### src/hdl/sha1md_pkg.sv
package sha1md_pkg;

   localparam int unsigned NUM_CHAIN   = 5;
   localparam int unsigned BLOCK_WORDS = 16;
   localparam int unsigned ROUNDS      = 80;

   localparam logic [7:0] PAD_MARK        = 8'h80;
   localparam logic [5:0] LEN_SLOT        = 6'd56;
   localparam logic [5:0] LAST_SLOT       = 6'd63;
   localparam logic [2:0] LAST_WORD_INDEX = 3'd4;

   typedef logic [31:0] word_type;

   typedef struct packed {
      logic       start;
      logic       init;
      logic       wr_en;
      logic [3:0] wr_addr;
      word_type   wr_data;
      logic [2:0] rd_index;
   } comp_ctl_type;

   typedef struct packed {
      logic busy;
      logic done;
   } comp_sts_type;

   function automatic word_type init_word(input logic [2:0] idx);
      word_type w;
      unique case (idx)
         3'd0:    w = 32'h67452301;
         3'd1:    w = 32'hEFCDAB89;
         3'd2:    w = 32'h98BADCFE;
         3'd3:    w = 32'h10325476;
         3'd4:    w = 32'hC3D2E1F0;
         default: w = '0;
      endcase
      return w;
   endfunction

   function automatic word_type round_const(input logic [1:0] phase);
      word_type k;
      unique case (phase)
         2'd0: k = 32'h5A827999;
         2'd1: k = 32'h6ED9EBA1;
         2'd2: k = 32'h8F1BBCDC;
         2'd3: k = 32'hCA62C1D6;
      endcase
      return k;
   endfunction

endpackage

### src/hdl/sha1md_compress.sv
module sha1md_compress
   import sha1md_pkg::*;
(
   input  logic         clock,
   input  logic         reset,
   input  comp_ctl_type ctl,
   output comp_sts_type sts,
   output word_type     digest_word
);

   typedef enum logic [2:0] {
      C_IDLE  = 3'b001,
      C_ROUND = 3'b010,
      C_FINAL = 3'b100
   } cstate_type;

   cstate_type state_ff, state_in;
   logic [6:0] round_ff, round_in;
   word_type   chain_ff [NUM_CHAIN];
   word_type   work_ff  [NUM_CHAIN];
   word_type   work_in  [NUM_CHAIN];
   word_type   sched_ff [BLOCK_WORDS];
   word_type   sched_in [BLOCK_WORDS];

   word_type   block_mem [BLOCK_WORDS];
   word_type   rd_data_ff;
   logic [3:0] rd_addr;

   logic [1:0] phase;
   word_type   wt, fv, tv;

   // block buffer: one write port from the byte packer, one read port for the schedule
   always_ff @(posedge clock) begin
      if (ctl.wr_en) begin
         block_mem[ctl.wr_addr] <= ctl.wr_data;
      end
      rd_data_ff <= block_mem[rd_addr];
   end

   always_comb begin
      if (round_ff < 7'd20) begin
         phase = 2'd0;
      end else if (round_ff < 7'd40) begin
         phase = 2'd1;
      end else if (round_ff < 7'd60) begin
         phase = 2'd2;
      end else begin
         phase = 2'd3;
      end
   end

   always_comb begin
      word_type mix;
      mix = sched_ff[13] ^ sched_ff[8] ^ sched_ff[2] ^ sched_ff[0];
      if (round_ff < 7'd16) begin
         wt = rd_data_ff;
      end else begin
         wt = {mix[30:0], mix[31]};
      end
   end

   always_comb begin
      unique case (phase)
         2'd0:    fv = (work_ff[1] & work_ff[2]) | (~work_ff[1] & work_ff[3]);
         2'd2:    fv = (work_ff[1] & work_ff[2]) | (work_ff[1] & work_ff[3])
                     | (work_ff[2] & work_ff[3]);
         default: fv = work_ff[1] ^ work_ff[2] ^ work_ff[3];
      endcase
   end

   assign tv = {work_ff[0][26:0], work_ff[0][31:27]} + fv + work_ff[4]
             + round_const(phase) + wt;

   always_comb begin
      state_in = state_ff;
      round_in = round_ff;
      rd_addr  = '0;
      work_in  = work_ff;
      sched_in = sched_ff;
      unique case (state_ff)
         C_IDLE: begin
            if (ctl.start) begin
               work_in  = chain_ff;
               round_in = '0;
               state_in = C_ROUND;
            end
         end
         C_ROUND: begin
            rd_addr    = round_ff[3:0] + 4'd1;
            work_in[0] = tv;
            work_in[1] = work_ff[0];
            work_in[2] = {work_ff[1][1:0], work_ff[1][31:2]};
            work_in[3] = work_ff[2];
            work_in[4] = work_ff[3];
            for (int i = 0; i < BLOCK_WORDS - 1; i++) begin
               sched_in[i] = sched_ff[i + 1];
            end
            sched_in[BLOCK_WORDS - 1] = wt;
            round_in = round_ff + 7'd1;
            if (round_ff == 7'(ROUNDS - 1)) begin
               state_in = C_FINAL;
            end
         end
         C_FINAL: begin
            state_in = C_IDLE;
         end
         default: begin
            state_in = C_IDLE;
         end
      endcase
   end

   always_ff @(posedge clock) begin
      if (reset) begin
         state_ff <= C_IDLE;
         round_ff <= '0;
         for (int i = 0; i < NUM_CHAIN; i++) begin
            chain_ff[i] <= init_word(3'(i));
         end
      end else begin
         state_ff <= state_in;
         round_ff <= round_in;
         if (ctl.init) begin
            for (int i = 0; i < NUM_CHAIN; i++) begin
               chain_ff[i] <= init_word(3'(i));
            end
         end else if (state_ff == C_FINAL) begin
            for (int i = 0; i < NUM_CHAIN; i++) begin
               chain_ff[i] <= chain_ff[i] + work_ff[i];
            end
         end
      end
   end

   always_ff @(posedge clock) begin
      work_ff  <= work_in;
      sched_ff <= sched_in;
   end

   assign sts.busy    = (state_ff != C_IDLE);
   assign sts.done    = (state_ff == C_FINAL);
   assign digest_word = chain_ff[ctl.rd_index];

   a_start_clears_round : assert property (@(posedge clock) disable iff (reset)
      (ctl.start && state_ff == C_IDLE) |=> (state_ff == C_ROUND && round_ff == 7'd0))
      else $error("round count not cleared at block start");

   a_final_after_last_round : assert property (@(posedge clock) disable iff (reset)
      (state_ff == C_FINAL) |-> ($past(state_ff) == C_ROUND
                                 && $past(round_ff) == 7'(ROUNDS - 1)))
      else $error("chain update without full round sequence");

   a_no_start_while_busy : assert property (@(posedge clock) disable iff (reset)
      ctl.start |-> (state_ff == C_IDLE))
      else $error("block start while compression running");

endmodule

### src/hdl/sha1_message_digest.sv
// Input: one byte per cycle while idle; a full block stalls input for the 80 rounds
//   (one per cycle off the block buffer) plus the chain update.
// End of message: padding bytes are added at one per cycle, then one or two compressions
//   and five digest words, one per cycle while the receiver is ready.
// Reset: synchronous, active high; chain words return to the initial values,
//   byte count and length clear, block buffer contents are left as they are.
module sha1_message_digest
   import sha1md_pkg::*;
(
   input  logic        clock,
   input  logic        reset,
   input  logic        req_tvalid,
   output logic        req_tready,
   input  logic [7:0]  req_tdata,   // [7:0] data_byte
   input  logic        req_tuser,   // [0] byte_valid
   input  logic        req_tlast,   // end_of_message
   output logic        rsp_tvalid,
   input  logic        rsp_tready,
   output logic [31:0] rsp_tdata,   // [31:0] digest_word
   output logic [2:0]  rsp_tuser,   // [2:0] word_index
   output logic        rsp_tlast    // last_word
);

   typedef enum logic [3:0] {
      S_IDLE = 4'b0001,
      S_PAD  = 4'b0010,
      S_HASH = 4'b0100,
      S_OUT  = 4'b1000
   } state_type;

   state_type    state_ff, state_in;
   logic [5:0]   pos_ff, pos_in;
   logic [23:0]  acc_ff, acc_in;
   logic [63:0]  bits_ff, bits_in;
   logic         mark_ff, mark_in;
   logic         lenph_ff, lenph_in;
   logic         last_ff, last_in;
   logic         padding_ff, padding_in;
   logic [2:0]   idx_ff, idx_in;

   logic         put_en;
   logic [7:0]   put_val;
   logic         req_fire, rsp_fire;
   comp_ctl_type ctl;
   comp_sts_type sts;
   word_type     digest_word;

   assign req_fire = req_tvalid & req_tready;
   assign rsp_fire = rsp_tvalid & rsp_tready;

   always_comb begin
      state_in   = state_ff;
      pos_in     = pos_ff;
      acc_in     = acc_ff;
      bits_in    = bits_ff;
      mark_in    = mark_ff;
      lenph_in   = lenph_ff;
      last_in    = last_ff;
      padding_in = padding_ff;
      idx_in     = idx_ff;
      put_en     = 1'b0;
      put_val    = '0;
      ctl        = '0;
      ctl.rd_index = idx_ff;

      unique case (state_ff)
         S_IDLE: begin
            if (req_fire) begin
               if (req_tuser) begin
                  put_en  = 1'b1;
                  put_val = req_tdata;
                  bits_in = bits_ff + 64'd8;
               end
               if (req_tlast) begin
                  padding_in = 1'b1;
               end
               if (req_tuser && pos_ff == LAST_SLOT) begin
                  state_in = S_HASH;
               end else if (req_tlast) begin
                  state_in = S_PAD;
               end
            end
         end
         S_PAD: begin
            put_en  = 1'b1;
            mark_in = 1'b1;
            if (!mark_ff) begin
               put_val = PAD_MARK;
            end else if (lenph_ff || pos_ff == LEN_SLOT) begin
               put_val  = bits_ff[63:56];
               bits_in  = {bits_ff[55:0], 8'h00};
               lenph_in = 1'b1;
               if (pos_ff == LAST_SLOT) begin
                  last_in = 1'b1;
               end
            end else begin
               put_val = '0;
            end
            if (pos_ff == LAST_SLOT) begin
               state_in = S_HASH;
            end
         end
         S_HASH: begin
            if (sts.done) begin
               if (last_ff) begin
                  state_in = S_OUT;
               end else if (padding_ff) begin
                  state_in = S_PAD;
               end else begin
                  state_in = S_IDLE;
               end
            end
         end
         S_OUT: begin
            if (rsp_fire) begin
               if (idx_ff == LAST_WORD_INDEX) begin
                  ctl.init   = 1'b1;
                  pos_in     = '0;
                  bits_in    = '0;
                  mark_in    = 1'b0;
                  lenph_in   = 1'b0;
                  last_in    = 1'b0;
                  padding_in = 1'b0;
                  idx_in     = '0;
                  state_in   = S_IDLE;
               end else begin
                  idx_in = idx_ff + 3'd1;
               end
            end
         end
         default: begin
            state_in = S_IDLE;
         end
      endcase

      // big-endian packing; whole word goes to the buffer on its fourth byte
      if (put_en) begin
         acc_in = {acc_ff[15:0], put_val};
         pos_in = pos_ff + 6'd1;
         if (pos_ff[1:0] == 2'd3) begin
            ctl.wr_en   = 1'b1;
            ctl.wr_addr = pos_ff[5:2];
            ctl.wr_data = {acc_ff, put_val};
         end
         if (pos_ff == LAST_SLOT) begin
            ctl.start = 1'b1;
         end
      end
   end

   always_ff @(posedge clock) begin
      if (reset) begin
         state_ff   <= S_IDLE;
         pos_ff     <= '0;
         bits_ff    <= '0;
         mark_ff    <= 1'b0;
         lenph_ff   <= 1'b0;
         last_ff    <= 1'b0;
         padding_ff <= 1'b0;
         idx_ff     <= '0;
      end else begin
         state_ff   <= state_in;
         pos_ff     <= pos_in;
         bits_ff    <= bits_in;
         mark_ff    <= mark_in;
         lenph_ff   <= lenph_in;
         last_ff    <= last_in;
         padding_ff <= padding_in;
         idx_ff     <= idx_in;
      end
   end

   always_ff @(posedge clock) begin
      acc_ff <= acc_in;
   end

   sha1md_compress u_compress (
      .clock       (clock),
      .reset       (reset),
      .ctl         (ctl),
      .sts         (sts),
      .digest_word (digest_word)
   );

   assign req_tready = (state_ff == S_IDLE);
   assign rsp_tvalid = (state_ff == S_OUT);
   assign rsp_tdata  = digest_word;
   assign rsp_tuser  = idx_ff;
   assign rsp_tlast  = (idx_ff == LAST_WORD_INDEX);

   a_no_write_during_rounds : assert property (@(posedge clock) disable iff (reset)
      ctl.wr_en |-> !sts.busy)
      else $error("block buffer written while compression reads it");

   a_word_index_range : assert property (@(posedge clock) disable iff (reset)
      (state_ff == S_OUT) |-> (idx_ff <= LAST_WORD_INDEX))
      else $error("digest word index out of range");

   a_final_block_has_length : assert property (@(posedge clock) disable iff (reset)
      last_ff |-> (lenph_ff && mark_ff && padding_ff))
      else $error("final block flagged without padding and length");

endmodule

### config.mk
export PLATFORM = sky130hd
export DESIGN_NAME = sha1_message_digest
export DESIGN_NICKNAME = d
export VERILOG_FILES = /design/src/hdl/sha1md_pkg.sv /design/src/hdl/sha1md_compress.sv /design/src/hdl/sha1_message_digest.sv
export SDC_FILE = /design/constraint.sdc
export NUM_CORES = 2
export LEC_CHECK = 0
export BUFFER_PORTS_ARGS = -buffer_cell sky130_fd_sc_hd__buf_2
export CORE_ASPECT_RATIO = 0.9
export CORE_MARGIN = 1
export CORE_UTILIZATION = 45
export DETAILED_ROUTE_END_ITERATION = 10
export PLACE_DENSITY = 0.69
export SETUP_SLACK_MARGIN = 0.5
export SLEW_MARGIN = 20
export SYNTH_ARGS = -nofsm -noshare
export SYNTH_HDL_FRONTEND = slang
export SYNTH_SLANG_ARGS = --single-unit
### constraint.sdc
create_clock -name clock -period 45.3 [get_ports clock]
set_input_delay 9.06 -clock clock [delete_from_list [all_inputs] [get_ports clock]]
set_output_delay 9.06 -clock clock [all_outputs]
set_load 0.1 [all_outputs]
# Word level (Yosys, flattened, before mapping)
# Memories as Yosys holds them, arrays and structs flattened. A register that Yosys moved wholly into a read port is not among the register bits.
# Index checks and enable logic that the tools add are counted.
[totals]
ff_bits = 947
ramBits = 512
inputBits = 14
out_inout_bits = 38
wordCells = 190
memories = 1
[mem_list]
columns = ["name", "depth", "width", "rd", "rd_clocked_by_memory_dff", "wr", "line", "rtl"]
rows = [
  ["u_compress.block_mem", 16, 32, 1, 1, 1, "sha1md_compress.sv:25", "word_type block_mem [BLOCK_WORDS];"],
]
[op_classes]
add_sub_neg = 14
n_lt_le_gt_ge = 5
eq_ne = 27
n_mux = 69
bitwise = 16
n_reduce_logical = 21
[ops]
columns = ["op", "count"]
rows = [
  ["64-bit two-way mux", 6],
  ["160-bit case mux with 2 select lines", 1],
  ["32-bit adder", 9],
  ["64-bit case mux with 3 select lines", 1],
  ["160-bit two-way mux", 1],
  ["32-bit XOR", 5],
  ["32-bit bitwise AND", 4],
  ["32-bit case mux with 4 select lines", 1],
  ["32-bit binary-select mux with 3-bit select", 1],
  ["32-bit two-way mux", 3],
  ["32-bit bitwise OR", 3],
  ["37-bit two-way mux", 2],
  ["64-bit by 4-bit adder with 64-bit output, second input constant", 1],
  ["32-bit case mux with 2 select lines", 1],
  ["4-bit two-way mux", 9],
  ["8-bit two-way mux", 4],
  ["32-bit NOT", 1],
  ["6-bit two-way mux", 4],
  ["1-bit two-way mux", 19],
  ["4-bit case mux with 4 select lines", 1],
  ["8-bit case mux with 2 select lines", 1],
  ["7-bit by 5-bit less-than comparator with 1-bit output, second input constant", 2],
  ["7-bit by 6-bit less-than comparator with 1-bit output, second input constant", 2],
  ["7-bit case mux with 2 select lines", 1],
  ["other kinds (37)", 69],
]

# Logic depth before layout (Yosys ltp)
[depth]
depth_word = 11
depth_mapped = 30
mapped_depth_nobuf = 27

# Hierarchy
# Synthesis repeated with hierarchy kept, for this count alone.
[unflattened]
hier_cells = 5989
hier_area_um2 = 70131.0
[modules_own_cells]
columns = ["module", "instances", "cells_per_inst", "area_each_um2", "seq_area_each_um2"]
rows = [
  ["sha1md_compress", 1, 5218, 64067.7, 39598.0],
  ["sha1_message_digest", 1, 771, 6063.3, 2282.2],
]

# Worst setup path before layout
# OpenSTA, ideal clock, no wires.
[synth_path]
path_type = "reg2reg"
from = "reg u_compress.state_ff[1]"
to = "reg u_compress.sched_ff[0] (netlist bit) (enable)"
setup_time_ns = 1.074
arrival_time_ns = 15.011
required_ns = 44.226
slack_ns = 29.215
path_stages_with_launch = 7
n_path_buf = 3
period_less_slack_ns = 16.085
cell_sequence = "dfxtp_1 > nor2b_1 > nand2b_1 > clkbuf_1 > inv_1 > clkbuf_1 > buf_1"
[synth_between]
elab_chain_cells = 1
[synth_lines]
columns = ["item", "line", "rtl"]
rows = [
  ["from (decl)", "sha1md_compress.sv:17", "cstate_type state_ff, state_in;"],
  ["from (signal assigned)", "sha1md_compress.sv:121", "state_ff <= state_in;"],
  ["3-bit by 2-bit == test with 1-bit output", "sha1md_compress.sv:80", "unique case (state_ff)"],
  ["to (signal assigned)", "sha1md_compress.sv:137", "sched_ff <= sched_in;"],
  ["to (decl)", "sha1md_compress.sv:22", "word_type sched_ff [BLOCK_WORDS];"],
]
# No other way between the ends.
# A chain may end at the register's enable or synchronous reset.

# Worst setup path in the final report
[layout_path]
from = "in req_tvalid"
to = "reg u_compress.work_ff[18] (netlist bit) (enable)"
[layout_between]
elab_chain_cells = 6
[layout_lines]
columns = ["item", "line", "rtl"]
rows = [
  ["from (decl)", "sha1_message_digest.sv:12", "input logic req_tvalid,"],
  ["1-bit bitwise AND", "sha1_message_digest.sv:48", "assign req_fire = req_tvalid & req_tready;"],
  ["1-bit two-way mux", "sha1_message_digest.sv:68", "if (req_fire) begin"],
  ["1-bit case mux with 2 select lines", "sha1_message_digest.sv:66", "unique case (state_ff)"],
  ["1-bit two-way mux", "sha1_message_digest.sv:137", "if (put_en) begin"],
  ["2-bit inequality test (no line)", "-", ""],
  ["2-bit AND reduction (no line)", "-", ""],
  ["to (signal assigned)", "sha1md_compress.sv:136", "work_ff <= work_in;"],
  ["to (decl)", "sha1md_compress.sv:20", "word_type work_ff [NUM_CHAIN];"],
]
# No other way between the ends.

==> results.toml <==
[clocking]
cts_tree = "yes"
tritoncts.num_buffers = 149
hold_buffers = 0
cts_buffer_depth = 3
cts.clk_slew.worst_paths_ns = 0.06
post-cts-setup-buffer-count = 0
cts_max_level = 4
cts_resized = 0
clock_sinks = 1488
clk_latency_ns = 0.79
root_buffer = "clkbuf_16"

[timing]
fmax_mhz = 77.6
fin_hold_ws_ns = 0.406
grt_setup_unrepaired = "false"
final-hold-violation-count = 0
relSlewSlack_pct = 23.7
setup_viol = 0
skew_ns = 0.0272
min_period_over_period_pct = 28.4
tightest_slew_ns = 1.14
slew_violations = 0
tns_ns = 0
finalCriticalPeriod_ns = 12.88

[logic_synthesis]
netlist_area_um2 = 69500
yosysTopAreaCell = "edfxtp_1"
syn_inst = 5820
synth-main-ff-cell = "edfxtp_1"
synth_most_common_cell = "edfxtp_1"
async_flop_share_pct = 0
synth-edff-count = 1208
syn_area_per_cell_um2 = 11.9
netlist.area_leader.share_pct = 52.2
synth_common_cells = "edfxtp_1 (1208), nand2_1 (1012), a21oi_1 (316), inv_1 (291), o21ai_0 (286)"
syn-num-nets = 6162
yosys_warnings = 0
ys_seq_area_share_pct = 60.2
yosysUniqueCellTypes = 81
ys_seq_elements = 1488
synth.area.top_cells = "edfxtp_1 (52%), dfxtp_1 (8.1%), nand2_1 (5.5%)"

[worst_setup_path]
critical_path_class = "input pin to flip-flop"
cp_max_fo = 71
startpoint_type = "input pin"
cp.required_ns = 45.70
worstPathArrival_ns = 13.28
cp-end-kind = "flip-flop"

[power]
power_switching_uw = 583
p_clk_share_pct = 45.3
p_int_uw = 2210
leakagePower_uw = 0.0280
peakVddDrop_uv = 40.0
powerDensity_nw_per_um2 = 36.2
swShare_pct = 20.9
power_frac_comb_pct = 1.8
pwr-share-seq_pct = 52.8

[route]
wl_um = 170000
wl_met1_um = 75600
wl_met2_um = 76700
wl_per_cell_um = 21.5
ant_nets = 0
drtIter0Drc = 4548
met3WireLength_um = 12900
vias = 45900
top_layer = "met5"
drt-pass1-iter-count = 8
vias_per_cell = 5.78
drc = 0

[placement]
numPortBuffers = 51
dp_cells = 7660
hpwl_um = 110000
gp_congestion = 0.923
placed_area_um2 = 72000

[hold_path]
hold_class = "flip-flop to flip-flop"

[run_status]
status = "finished clean"

[flow_run]
drv_cap = 0

[global_route]
grt-ovfl-total = 0
grt_antenna_before_repair = 3
grt_pass1_vias = 43600
grt_max_degree = 198
gr-usage-all-layers_pct = 21.5
grt_first_pass_wirelength_um = 260000

[finish]
finalNonFillerCells = 7936
design_area_um2 = 77100
area.growth.synth_to_final_pct = 10.9
drive_above_1_share_pct = 7.90
fillers = 13000
fin_nets = 6152
fin_util_pct = 50.4

[floorplanning]
start_util_pct = 45.5
ios = 52
core_area_um2 = 153000
num_rows = 136
die_w_um = 416
fp.dieH_um = 375
dieArea_um2 = 156000
==> flip-flops by register name, summed over array words and instances, names as in the netlist <==
signal and flops:
state_ff 4, last_ff 1, u_compress.round_ff 7, u_compress.chain_ff 160
u_compress.state_ff 3, u_compress.work_ff 160, bits_ff 61, padding_ff 1
lenph_ff 1, u_compress.rd_data_ff 32, u_compress.block_mem 512, rsp_tuser 3
u_compress.sched_ff 512, pos_ff 6, acc_ff 24, mark_ff 1
==> cell usage in the layout (no fill, tap or decap), types with 130 or more instances in the layout <==
master / Yosys / final
nand3_1: 139 / 139
mux2i_1: 130 / 130
ha_1: 203 / 202
edfxtp_1: 1208 / 1208
nand2_1: 1012 / 1009
inv_1: 291 / 289
clkbuf_16: 0 / 154
o21ai_0: 286 / 283
nor2_1: 228 / 213
a21oi_1: 316 / 315
xnor2_1: 180 / 180
dfxtp_1: 280 / 277
==> worst max-delay path, cell delays in order <==
cell     delay [ns]
buf_2          0.12
and3_1         0.54
nor2_1         0.24
inv_1          0.12
and2_1         0.53
and4b_1        0.32
nor2_1         0.05
or2_1          0.32
inv_6          0.55
buf_4          0.65
buf_4          0.70
==> cell type report <==
class                   instances  area, um2  share of cell area, %
diodes                          1       2.50                0.00325
well taps                    2001       2500                   3.25
flip-flops and latches       1488      41900                   54.3
inverters                     292       1110                   1.44
clock buffers                 200       4190                   5.43
multi-input cells            3759      25700                   33.4
clock inverters                75        873                   1.13
repair buffers                120        826                   1.07
==> per-stage QoR <==
step	worst slack, ns	power [uW]
6_report	32.42	2790
5_1_grt	32.17	2870
4_1_cts	32.51	2810
3_5_place_dp	31.69	1560
3_3_place_gp	31.71	1560
2_1_floorplan	29.22	1540
==> routing by layer <==
metal | GRT usage, % | vias to the layer above
li1 | - | 21200
met2 | 32.6 | 1686
met3 | 4.04 | 253
met4 | 7.69 | 2
met1 | 30.8 | 22800
met5 | 0 | -
==> path summary, 6_finish.rpt <==
path              slack [ns]  depth (start not counted)                startpoint                        to
hold reg to reg         0.41                          0  u_compress.sched_ff[280]  u_compress.sched_ff[312]
setup reg to reg       37.28                         26    u_compress.round_ff[5]   u_compress.work_ff[159]
hold / removal          0.41                          0  u_compress.sched_ff[280]  u_compress.sched_ff[312]
setup / recovery       32.42                         11                req_tvalid    u_compress.work_ff[18]
==> power by group through the flow <==
stage	combinational [uW]	sequential [uW]	clock, uW
2_1_floorplan	37.5	1500	0
3_3_place_gp	49.6	1510	0
3_5_place_dp	50.7	1510	0
4_1_cts	50.8	1480	1290
5_1_grt	56.0	1480	1340
6_report	51.4	1480	1270
==> kinds of logic (layout without fill, tap and decap cells) <==
group	Yosys count	in the layout	synth area share [%]
fa+ha+maj	328	328	7.25
xor+xnor	267	267	3.36
simple gates	1776	1776	11.3
mux	194	194	3.65
flops	1488	1488	60.2
buf+inv	573	687	3.14
compound gates	1194	1194	11.1
other cells	0	1	0
Note: power is estimated with default switching activity, not from simulation.
